## src/rtl/asd_pkg.sv

```systemverilog
// asd_pkg: shared types, widths and constants of the accelerometer step detector
// depends on nothing; imported by every module of the block

package asd_pkg;

	// axis sample width, range 8 to 24
	localparam int ACCEL_BITS = 16;

	// sum of three squares, its root, the filter word and the filter accumulator
	localparam int SQ_W       = 2 * ACCEL_BITS + 2;
	localparam int MAG_W      = SQ_W / 2;
	localparam int ROOT_STEPS = SQ_W / 2;
	localparam int ROOT_CNT_W = $clog2(ROOT_STEPS);
	localparam int FILT_W     = 24;
	localparam int FRAC_W     = 8;
	localparam int PA_W       = MAG_W + FRAC_W + 7;
	localparam int PB_W       = FILT_W + 8;
	localparam int ACC_W      = ((PA_W > PB_W) ? PA_W : PB_W) + 1;

	// filter coefficients, alpha = 77/256
	localparam logic [7:0] ALPHA_NUM  = 8'd77;
	localparam logic [7:0] ALPHA_REST = 8'd179;
	localparam logic [7:0] ROUND_HALF = 8'd128;

	// configuration register indexes
	localparam logic [7:0] CFG_THRESHOLD = 8'd0;
	localparam logic [7:0] CFG_INTERVAL  = 8'd1;

	localparam logic [15:0] THRESHOLD_RESET = 16'd9830;
	localparam logic [15:0] INTERVAL_RESET  = 16'd300;

	// path codes of a result
	localparam logic [1:0] PATH_NONE     = 2'd0;
	localparam logic [1:0] PATH_HARDWARE = 2'd1;
	localparam logic [1:0] PATH_SOFTWARE = 2'd2;

	typedef struct packed {
		logic        [31:0]           hardware_count;
		logic signed [ACCEL_BITS-1:0] accel_x;
		logic signed [ACCEL_BITS-1:0] accel_y;
		logic signed [ACCEL_BITS-1:0] accel_z;
		logic        [31:0]           now_ms;
	} sample_t;

	typedef struct packed {
		logic [31:0]       total_steps;
		logic [31:0]       steps_added;
		logic [1:0]        path_taken;
		logic [FILT_W-1:0] smoothed_magnitude;
	} result_t;

	// controller to datapath
	typedef struct packed {
		logic load;
		logic square;
		logic sum;
		logic root;
		logic filt;
		logic commit;
	} dp_cmd_t;

	// datapath to controller
	typedef struct packed {
		logic hw_rise;
	} dp_status_t;

	typedef enum logic [2:0] {
		ST_IDLE,
		ST_SQUARE,
		ST_SUM,
		ST_ROOT,
		ST_FILT,
		ST_COMMIT
	} ctrl_state_t;

endpackage

```

## src/rtl/asd_datapath.sv

```systemverilog
// asd_datapath: squares, iterative square root, low-pass filter, step decision,
// configuration and step state, result register; uses asd_pkg

module asd_datapath (
	input  logic                clk,
	input  logic                arst_n,
	input  asd_pkg::dp_cmd_t    cmd,
	output asd_pkg::dp_status_t status,
	input  asd_pkg::sample_t    sample,
	input  logic                cfg_we,
	input  logic [7:0]          cfg_index,
	input  logic [15:0]         cfg_data,
	output asd_pkg::result_t    result
);
	import asd_pkg::*;

	logic [15:0] thr_q;
	logic [15:0] min_int_q;

	logic [31:0]       step_total_q;
	logic [31:0]       last_hw_q;
	logic [FILT_W-1:0] filt_q;
	logic [FILT_W-1:0] prev_q;
	logic [31:0]       last_step_q;

	sample_t sample_q;
	logic    hw_rise_q;

	logic signed [2*ACCEL_BITS-1:0] sqx_s1, sqy_s1, sqz_s1;
	logic signed [2*ACCEL_BITS-1:0] ax, ay, az;

	logic [SQ_W-1:0] n_q, res_q, bit_q;
	logic [SQ_W-1:0] trial;

	logic [ACC_W-1:0]       pa_q, pb_q;
	logic [ACC_W-1:0]       acc;
	logic [MAG_W+FRAC_W-1:0] mag_shift;
	logic [ACC_W-9:0]       f_full;
	logic [FILT_W-1:0]      f_sat;
	logic signed [FILT_W+1:0] diff, thr_ext;
	logic [31:0]            elapsed;
	logic                   step_ok;

	result_t result_q;

	always_ff @(posedge clk or negedge arst_n) begin
		if (!arst_n) begin
			thr_q     <= THRESHOLD_RESET;
			min_int_q <= INTERVAL_RESET;
		end else if (cfg_we) begin
			case (cfg_index)
				CFG_THRESHOLD: thr_q     <= cfg_data;
				CFG_INTERVAL:  min_int_q <= cfg_data;
				default: ;
			endcase
		end
	end

	assign ax = (2*ACCEL_BITS)'(sample_q.accel_x);
	assign ay = (2*ACCEL_BITS)'(sample_q.accel_y);
	assign az = (2*ACCEL_BITS)'(sample_q.accel_z);

	assign trial     = res_q + bit_q;
	assign mag_shift = {res_q[MAG_W-1:0], {FRAC_W{1'b0}}};

	// filter output, saturated, and the step decision
	always_comb begin
		acc     = pa_q + pb_q + ACC_W'(ROUND_HALF);
		f_full  = acc[ACC_W-1:FRAC_W];
		f_sat   = (|f_full[ACC_W-9:FILT_W]) ? {FILT_W{1'b1}} : f_full[FILT_W-1:0];
		diff    = $signed({2'b00, f_sat}) - $signed({2'b00, prev_q});
		thr_ext = $signed({2'b00, thr_q, {FRAC_W{1'b0}}});
		elapsed = sample_q.now_ms - last_step_q;
		step_ok = (diff > thr_ext) && (elapsed > {16'd0, min_int_q});
	end

	// working registers, no reset needed
	always_ff @(posedge clk) begin
		if (cmd.load) begin
			sample_q  <= sample;
			hw_rise_q <= sample.hardware_count > last_hw_q;
		end
		if (cmd.square) begin
			sqx_s1 <= ax * ax;
			sqy_s1 <= ay * ay;
			sqz_s1 <= az * az;
		end
		if (cmd.sum) begin
			n_q   <= SQ_W'($unsigned(sqx_s1)) + SQ_W'($unsigned(sqy_s1))
			         + SQ_W'($unsigned(sqz_s1));
			res_q <= '0;
			bit_q <= SQ_W'(1) << (SQ_W - 2);
		end
		if (cmd.root) begin
			if (n_q >= trial) begin
				n_q   <= n_q - trial;
				res_q <= (res_q >> 1) + bit_q;
			end else begin
				res_q <= res_q >> 1;
			end
			bit_q <= bit_q >> 2;
		end
		if (cmd.filt) begin
			pa_q <= ACC_W'(mag_shift) * ACC_W'(ALPHA_NUM);
			pb_q <= ACC_W'(filt_q) * ACC_W'(ALPHA_REST);
		end
	end

	// step state and result beat
	always_ff @(posedge clk or negedge arst_n) begin
		if (!arst_n) begin
			step_total_q <= '0;
			last_hw_q    <= '0;
			filt_q       <= '0;
			prev_q       <= '0;
			last_step_q  <= '0;
		end else if (cmd.commit) begin
			if (hw_rise_q) begin
				step_total_q <= step_total_q + (sample_q.hardware_count - last_hw_q);
				last_hw_q    <= sample_q.hardware_count;
			end else begin
				filt_q <= f_sat;
				prev_q <= f_sat;
				if (step_ok) begin
					step_total_q <= step_total_q + 32'd1;
					last_step_q  <= sample_q.now_ms;
				end
			end
		end
	end

	always_ff @(posedge clk) begin
		if (cmd.commit) begin
			if (hw_rise_q) begin
				result_q.total_steps <= step_total_q
				                        + (sample_q.hardware_count - last_hw_q);
				result_q.steps_added <= sample_q.hardware_count - last_hw_q;
				result_q.path_taken  <= PATH_HARDWARE;
				result_q.smoothed_magnitude <= filt_q;
			end else begin
				result_q.total_steps <= step_total_q + (step_ok ? 32'd1 : 32'd0);
				result_q.steps_added <= step_ok ? 32'd1 : 32'd0;
				result_q.path_taken  <= step_ok ? PATH_SOFTWARE : PATH_NONE;
				result_q.smoothed_magnitude <= f_sat;
			end
		end
	end

	assign status.hw_rise = hw_rise_q;
	assign result         = result_q;

endmodule

```

## src/rtl/asd_ctrl.sv

```systemverilog
// asd_ctrl: sequencer for one sample and the result valid flag
// depends on asd_pkg; drives the command struct of asd_datapath

module asd_ctrl (
	input  logic                clk,
	input  logic                arst_n,
	input  logic                sample_valid,
	output logic                sample_stall,
	output logic                result_valid,
	input  logic                result_stall,
	input  asd_pkg::dp_status_t status,
	output asd_pkg::dp_cmd_t    cmd
);
	import asd_pkg::*;

	ctrl_state_t           state_q, state_d;
	logic [ROOT_CNT_W-1:0] cnt_q, cnt_d;
	logic                  valid_q, valid_d;
	logic                  out_free;

	always_ff @(posedge clk or negedge arst_n) begin
		if (!arst_n) begin
			state_q <= ST_IDLE;
			cnt_q   <= '0;
			valid_q <= 1'b0;
		end else begin
			state_q <= state_d;
			cnt_q   <= cnt_d;
			valid_q <= valid_d;
		end
	end

	assign out_free = !valid_q || !result_stall;

	always_comb begin
		state_d = state_q;
		cnt_d   = cnt_q;
		cmd     = '0;
		valid_d = valid_q && result_stall;
		case (state_q)
			ST_IDLE: begin
				if (sample_valid) begin
					cmd.load = 1'b1;
					state_d  = ST_SQUARE;
				end
			end
			ST_SQUARE: begin
				// hardware count rose: skip the software path
				if (status.hw_rise) begin
					state_d = ST_COMMIT;
				end else begin
					cmd.square = 1'b1;
					state_d    = ST_SUM;
				end
			end
			ST_SUM: begin
				cmd.sum = 1'b1;
				cnt_d   = '0;
				state_d = ST_ROOT;
			end
			ST_ROOT: begin
				cmd.root = 1'b1;
				cnt_d    = cnt_q + 1'b1;
				if (cnt_q == ROOT_CNT_W'(ROOT_STEPS - 1)) begin
					state_d = ST_FILT;
				end
			end
			ST_FILT: begin
				cmd.filt = 1'b1;
				state_d  = ST_COMMIT;
			end
			ST_COMMIT: begin
				if (out_free) begin
					cmd.commit = 1'b1;
					valid_d    = 1'b1;
					state_d    = ST_IDLE;
				end
			end
			default: begin
				state_d = ST_IDLE;
			end
		endcase
	end

	assign sample_stall = (state_q != ST_IDLE);
	assign result_valid = valid_q;

endmodule

```

## src/rtl/accel_step_detector.sv

```systemverilog
// accel_step_detector: top level of the accelerometer step detector
// depends on asd_pkg, asd_ctrl and asd_datapath

// One result beat per sample beat. A sample whose hardware count rose above the last
// one taken goes from the square state straight to commit; any other sample runs
// the software path through the square, sum, root and filter states; the square root
// settles two radicand bits per cycle. One sample is in work at a time; the next is
// taken as soon as the previous one has been written to the result register, even
// while that result still waits to be taken.
// Configuration writes are always ready and are meant for idle periods only.

module accel_step_detector (
	input  logic             clk,
	input  logic             arst_n,
	// sample channel
	input  logic             sample_valid,
	output logic             sample_stall,
	input  asd_pkg::sample_t sample,
	// result channel
	output logic             result_valid,
	input  logic             result_stall,
	output asd_pkg::result_t result,
	// configuration writes
	input  logic             cfg_valid,
	output logic             cfg_ready,
	input  logic [7:0]       cfg_index,
	input  logic [15:0]      cfg_data
);
	import asd_pkg::*;

	dp_cmd_t    cmd;
	dp_status_t status;

	// registers take a write in any cycle
	assign cfg_ready = 1'b1;

	asd_ctrl u_ctrl (
		.clk          (clk),
		.arst_n       (arst_n),
		.sample_valid (sample_valid),
		.sample_stall (sample_stall),
		.result_valid (result_valid),
		.result_stall (result_stall),
		.status       (status),
		.cmd          (cmd)
	);

	// squares, root, filter, decision and step state
	asd_datapath u_dp (
		.clk       (clk),
		.arst_n    (arst_n),
		.cmd       (cmd),
		.status    (status),
		.sample    (sample),
		.cfg_we    (cfg_valid && cfg_ready),
		.cfg_index (cfg_index),
		.cfg_data  (cfg_data),
		.result    (result)
	);

endmodule

```

## config.mk

```make
export PLATFORM = sky130hd
export DESIGN_NAME = accel_step_detector
export DESIGN_NICKNAME = d
export VERILOG_FILES = /design/src/rtl/asd_pkg.sv /design/src/rtl/asd_datapath.sv /design/src/rtl/asd_ctrl.sv /design/src/rtl/accel_step_detector.sv
export SDC_FILE = /design/constraint.sdc
export NUM_CORES = 2
export LEC_CHECK = 0
export ABC_AREA = 1
export ABC_CLOCK_PERIOD_IN_PS = 7000
export BUFFER_PORTS_ARGS = -buffer_cell sky130_fd_sc_hd__buf_4
export CORE_MARGIN = 4
export CORE_UTILIZATION = 59
export DETAILED_ROUTE_END_ITERATION = 8
export PLACE_DENSITY_LB_ADDON = 0.08
export SLEW_MARGIN = 20
export SYNTH_ARGS = -nofsm -noshare
export SYNTH_HDL_FRONTEND = slang
export SYNTH_SLANG_ARGS = --single-unit
```

## constraint.sdc

```tcl
create_clock -name clk -period 7 [get_ports clk]
set_input_delay 1.4 -clock clk [delete_from_list [all_inputs] [get_ports clk]]
set_output_delay 1.4 -clock clk [all_outputs]
set_load 0.02 [all_outputs]
```

* After elaboration in Yosys (flattened, before gate mapping)
Cells that the tools add are included.
** Operators by class
- Reduce and logical (&&, ||, !) cells :: 18
- Add/subtract/negate cells :: 14
- Eq/ne operators :: 10
- Muxes and demuxes :: 31
- Order comparisons :: 4
- Multipliers :: 5
- Bitwise gates (word level) :: 1
** Operators by type and width (count)
- $mux 34 :: 6
- $mul 16x16->32 :: 3
- $mux 90 :: 1
- $add 32x32->33 :: 2
- $add 32x32->32 :: 2
- $mux 32 :: 2
- $sub 32x32->32 :: 2
- $mux 31 :: 2
- $add 33x33->34 :: 1
- $add 34x32->34 :: 1
- $add 34x33->34 :: 1
- $ge 34x34->1 :: 1
- $sub 34x34->34 :: 1
- $add 33x8->33 const B :: 1
- $add 32x1->32 const B :: 1
- $gt 32x16->1 :: 1
- $gt 32x32->1 :: 1
- $mul 24x8->32 const B :: 1
- $gt 26x25->1 :: 1
- $sub 24x24->25 :: 1
- $mul 17x7->24 const B :: 1
- $mux 24 :: 1
- $pmux 3 s6 :: 1
- $mux 1 :: 12
- other kinds (21) :: 36
** Storage, ports and cells
- Bits in registers :: 601
- Output and inout port bits :: 93

* Depth between registers and ports, before layout
- Depth in word-level cells :: 9
- Mapped depth :: 50
- Mapped depth without buffers :: 48

* By module
Synthesis repeated with hierarchy kept, for this count alone.
** Second synthesis, totals
- Cell total of the unflattened synthesis :: 8889
- Area total of the unflattened synthesis :: 72668.4 um^2
** By module, submodules not included
- asd_datapath :: instances 1, cells an instance 8816, area each 72140.4 um^2, sequential area each 16379.5 um^2
- asd_ctrl :: instances 1, cells an instance 71, area each 516.7 um^2, sequential area each 225.2 um^2
- accel_step_detector :: instances 1, cells an instance 2, area each 11.3 um^2, sequential area each 0.0 um^2

* Worst setup path after synthesis
Ideal clock, no wire load.
- Kind :: register to register
- Start :: register u_dp.hw_rise_q, in the netlist u_dp.status
- End :: register u_dp.sqx_s1[0], enable pin
- Period minus slack after synthesis :: 7732 ps
- Arrival :: 7071 ps
- Setup time :: 661 ps
- Path buffers :: 1
- Cell stages (with the launch flop) :: 3
- Setup slack :: -732 ps
- Cells stage by stage :: edfxtp_1 > clkbuf_1 > nor3_1
** RTL lines
- start, declared :: RTL line asd_datapath.sv:27 : logic hw_rise_q;
- start signal, assigned :: RTL line asd_datapath.sv:81 : hw_rise_q <= sample.hardware_count > last_hw_q;
- end signal, assigned :: RTL line asd_datapath.sv:84 : sqx_s1 <= ax * ax;
- end, declared :: RTL line asd_datapath.sv:29 : logic signed [2*ACCEL_BITS-1:0] sqx_s1, sqy_s1, sqz_s1;

* Worst setup path in the final report
- Start :: register u_dp.sample_q (netlist bit u_dp.az[3])
- End :: register u_dp.sqz_s1[29] (data pin)
** On the way
- Cells in the longest elaborated chain, start to end :: 1
** Ends and longest elaborated chain
- start, declared :: RTL line asd_datapath.sv:26 : sample_t sample_q;
- start signal, assigned :: RTL line asd_datapath.sv:80 : sample_q <= sample;
- $mul 16x16->32 :: RTL line asd_datapath.sv:86 : sqz_s1 <= az * az;
- end signal, assigned :: RTL line asd_datapath.sv:86
- end, declared :: RTL line asd_datapath.sv:29
No other way between the ends.
A chain may end at the register's enable or synchronous reset.

==> results.sh <==
export IMPL_start_util_pct=59.41
export IMPL_viasPerCell=5.394
export IMPL_clockBufferDepth=3
export IMPL_dieHeight_um=358.3
export IMPL_port_buffers=232
export IMPL_synthFlopType="edfxtp_1"
export IMPL_drv_cap=0
export IMPL_worstReg2RegStart="u_dp.az[3]"
export IMPL_cts_hold_buffers=0
export IMPL_outcome="completed"
export IMPL_worstPathArrival_ns=7.00
export IMPL_nNetsFinal=10784
export IMPL_r2r_slack_ns=0.40
export IMPL_endpoint="u_dp.sqz_s1[29]"
export IMPL_slew_headroom_pct=34.98
export IMPL_ys_seq_area_share_pct=22.93
export IMPL_critPathCaptureType="register"
export IMPL_max_freq_mhz=151.6
export IMPL_io_pin_count=234
export IMPL_synth_nets=10526
export IMPL_gp_congestion=0.9693
export IMPL_finalSetupTns_ns=0
export IMPL_tritoncts="done"
export IMPL_worst_pin_slew_ns=0.9753
export IMPL_vias=58075
export IMPL_avgSynthCellArea_um2=8.205
export IMPL_cp_max_fo=16
export IMPL_netlist_area_um2=72410
export IMPL_syn_inst=8825
export IMPL_wl_met1_um=77140
export IMPL_grt_use_total_pct=29.63
export IMPL_cp_start_kind="register"
export IMPL_overflow=0
export IMPL_drive_gt1_share_pct=6.476
export IMPL_cts_root_buf="clkbuf_16"
export IMPL_die_x_um=358.3
export IMPL_synth_seq_cells=591
export IMPL_yosys_warnings=0
export IMPL_place_area_um2=76410
export IMPL_wl_met3_um=9958
export IMPL_critPathKind="reg2reg"
export IMPL_cts_sinks=591
export IMPL_clk_latency_ns=0.69
export IMPL_drt_wl_total_um=186700
export IMPL_first_pass_iters=5
export IMPL_cp_required_ns=7.40
export IMPL_design_core_area_um2=121900
export IMPL_clk_pin_slew_ns=0.06
export IMPL_ant_nets=0
export IMPL_finalSetupViolCount=0
export IMPL_area_growth_pct=9.189
export IMPL_critPathLaunch="u_dp.az[3]"
export IMPL_slew_viol_final=0
export IMPL_grt_max_degree=126
export IMPL_dr_wl_met2_um=92740
export IMPL_std_cell_rows=128
export IMPL_synth_edf_count=395
export IMPL_async_flop_share_pct=27.24
export IMPL_fin_ws_ns=0.4034
export IMPL_synth_distinct_cells=58
export IMPL_stdcell_area_um2=79070
export IMPL_maxUsedRoutingLayer="met5"
export IMPL_hold_path_class="reg2reg"
export IMPL_fin_skew_ns=0.03502
export IMPL_antenna_found_initial=1
export IMPL_finalCriticalPeriod_ns=6.597
export IMPL_numCtsBuffers=73
export IMPL_r2r_cells=18
export IMPL_wl_per_cell_um=17.34
export IMPL_die_area_um2=128400
export IMPL_finalHoldViolations=0
export IMPL_period_share_pct=94.24
export IMPL_diodes=0
export IMPL_grt_pass1_wl_um=304900
export IMPL_drt_iter0_markers=3858
export IMPL_dp_hpwl_um=153200
export IMPL_dp_slack_ns=-0.1335
export IMPL_drc_errors=0
export IMPL_htreeDepth=3
export IMPL_r2r_end="u_dp.sqz_s1[29]"
export IMPL_grt_pass1_vias=59431
==> Yosys cell counts (5+ instances only) <==
| cell | number | area share, % |
|---|---|---|
| inv_1 | 2025 | 10 |
| nand2_1 | 1721 | 8.9 |
| fa_1 | 811 | 22 |
| ha_1 | 749 | 13 |
| a21oi_1 | 550 | 3.8 |
| nor2_1 | 549 | 2.8 |
| o21ai_0 | 438 | 3.0 |
| edfxtp_1 | 395 | 16 |
| nand3_1 | 296 | 2.0 |
| xor2_1 | 220 | 2.7 |
| xnor2_1 | 156 | 1.9 |
| dfrtp_1 | 150 | 5.2 |
| clkbuf_1 | 134 | 0.69 |
| nor3_1 | 99 | 0.68 |
| a31oi_1 | 63 | 0.54 |
| nand4_1 | 53 | 0.46 |
| a21o_1 | 51 | 0.53 |
| o21bai_1 | 42 | 0.44 |
| nor4_1 | 38 | 0.33 |
| dfxtp_1 | 35 | 0.97 |
| or2_2 | 25 | 0.22 |
| o211ai_1 | 22 | 0.23 |
| o31ai_1 | 22 | 0.23 |
| o21a_1 | 18 | 0.19 |
| a21boi_0 | 17 | 0.18 |
| buf_2 | 16 | 0.11 |
| a211oi_1 | 15 | 0.16 |
| buf_1 | 14 | 0.073 |
| dfstp_2 | 11 | 0.40 |
| o221ai_1 | 10 | 0.12 |
| nand3b_1 | 9 | 0.093 |
| a221oi_1 | 7 | 0.085 |
| buf_6 | 6 | 0.093 |
| inv_2 | 6 | 0.031 |
| o2111ai_1 | 5 | 0.060 |
| o21ai_1 | 5 | 0.035 |
==> through the flow <==
| step | std cells | utilization, % | hold slack, ns |
|---|---|---|---|
| 2_1_floorplan | 8825 | - | 0.4244 |
| 3_3_place_gp | 10627 | 62.70 | 0.4535 |
| 3_5_place_dp | 10627 | 62.70 | 0.4589 |
| 4_1_cts | 10760 | 64.60 | 0.4727 |
| 5_1_grt | 10766 | 64.87 | 0.4900 |
| 6_report | 10766 | 64.87 | 0.4710 |
==> flip-flops by register name, indices dropped and copies added, names as in the netlist, 3 cells and up <==
name and count:
u_dp.az 16, u_ctrl.cnt_q 5, u_dp.sample_q 64, u_dp.last_hw_q 32
u_dp.sqz_s1 31, u_dp.step_total_q 32, u_dp.sqx_s1 31, u_dp.last_step_q 32
u_dp.thr_q 16, u_dp.result 90, u_dp.ax 16, u_dp.res_q 34
u_dp.n_q 34, u_dp.pa_q 24, u_dp.bit_q 17, u_dp.ay 16
u_dp.filt_q 24, u_dp.sqy_s1 31, u_dp.pb_q 25, u_dp.min_int_q 16
u_ctrl.state_q 3
==> worst min path at each step <==
| stage | end | from | depth (start not counted) |
|---|---|---|---|
| final | u_dp.last_step_q[19] | u_dp.last_step_q[19] | 2 |
| after floorplan | u_dp.sqx_s1[0] | u_dp.ax[0] | 0 |
| after CTS | u_dp.last_step_q[25] | u_dp.last_step_q[25] | 2 |
| after global routing | u_dp.last_step_q[10] | u_dp.last_step_q[10] | 2 |
| after global placement | u_dp.last_step_q[30] | u_dp.last_step_q[30] | 2 |
| after detailed placement | u_dp.last_step_q[25] | u_dp.last_step_q[25] | 2 |
==> layer usage <==
| metal | global-route usage [%] | vias to the layer above |
|---|---|---|
| met3 | 3.744 | 367 |
| li1 | - | 28292 |
| met2 | 52.44 | 1563 |
| met4 | 9.614 | 2 |
| met1 | 37.80 | 27851 |
| met5 | 0 | - |
==> cells by family after synthesis <==
family	synth area share, %
AND/OR/NAND/NOR	15.84
buffers and inverters	11.51
other	0.005179
XOR/XNOR	4.548
flip-flops	22.93
AO/OA/AOI/OAI	9.804
adder cells (fa/ha/maj)	35.36
==> cells in the final DEF (no fill, tap or decap), types with 220 or more instances in the layout <==
master    count
xor2_1      220
nand3_1     293
nor2_1      538
fa_1        810
inv_1      2022
buf_4       349
ha_1        741
o21ai_0     425
nand2_1    1714
edfxtp_1    395
a21oi_1     537
==> worst max-delay path, cell delays in order, from the launching register on <==
cell and delay [ns]:
edfxtp_1 0.82, nand2_1 0.11, inv_1 0.09, fa_1 0.52, fa_1 0.79, inv_1 0.20
fa_1 0.49, fa_1 0.56, fa_1 0.43, fa_1 0.49, inv_1 0.04, ha_1 0.37
nand2_1 0.14, nor4_1 0.56, nand4_1 0.15, nand3_1 0.15, a21o_1 0.15, a31oi_1 0.09
xor2_1 0.16
==> layout make-up <==
class / count / area (µm²)
inverter: 2031 / 7626
tap: 1625 / 2033
sequential: 591 / 16600
fill: 10660 / 42810
timing repair buffer: 354 / 2694
multi-input combinational: 6032 / 47820
clock inverter: 38 / 320.3
clock buffer: 95 / 1969
==> repair_timing <==
action / 4_1_cts / 5_1_grt
gates resized for setup: 7 / 77
setup endpoints to repair: 7 / 24
gates cloned: 0 / 0
hold endpoints to repair: 0 / 0
buffers inserted: 0 / 5
pin swaps: 1 / 10
Power is not shown: default switching activity piles up to over one toggle a cycle in this logic, so the estimate is an artifact.
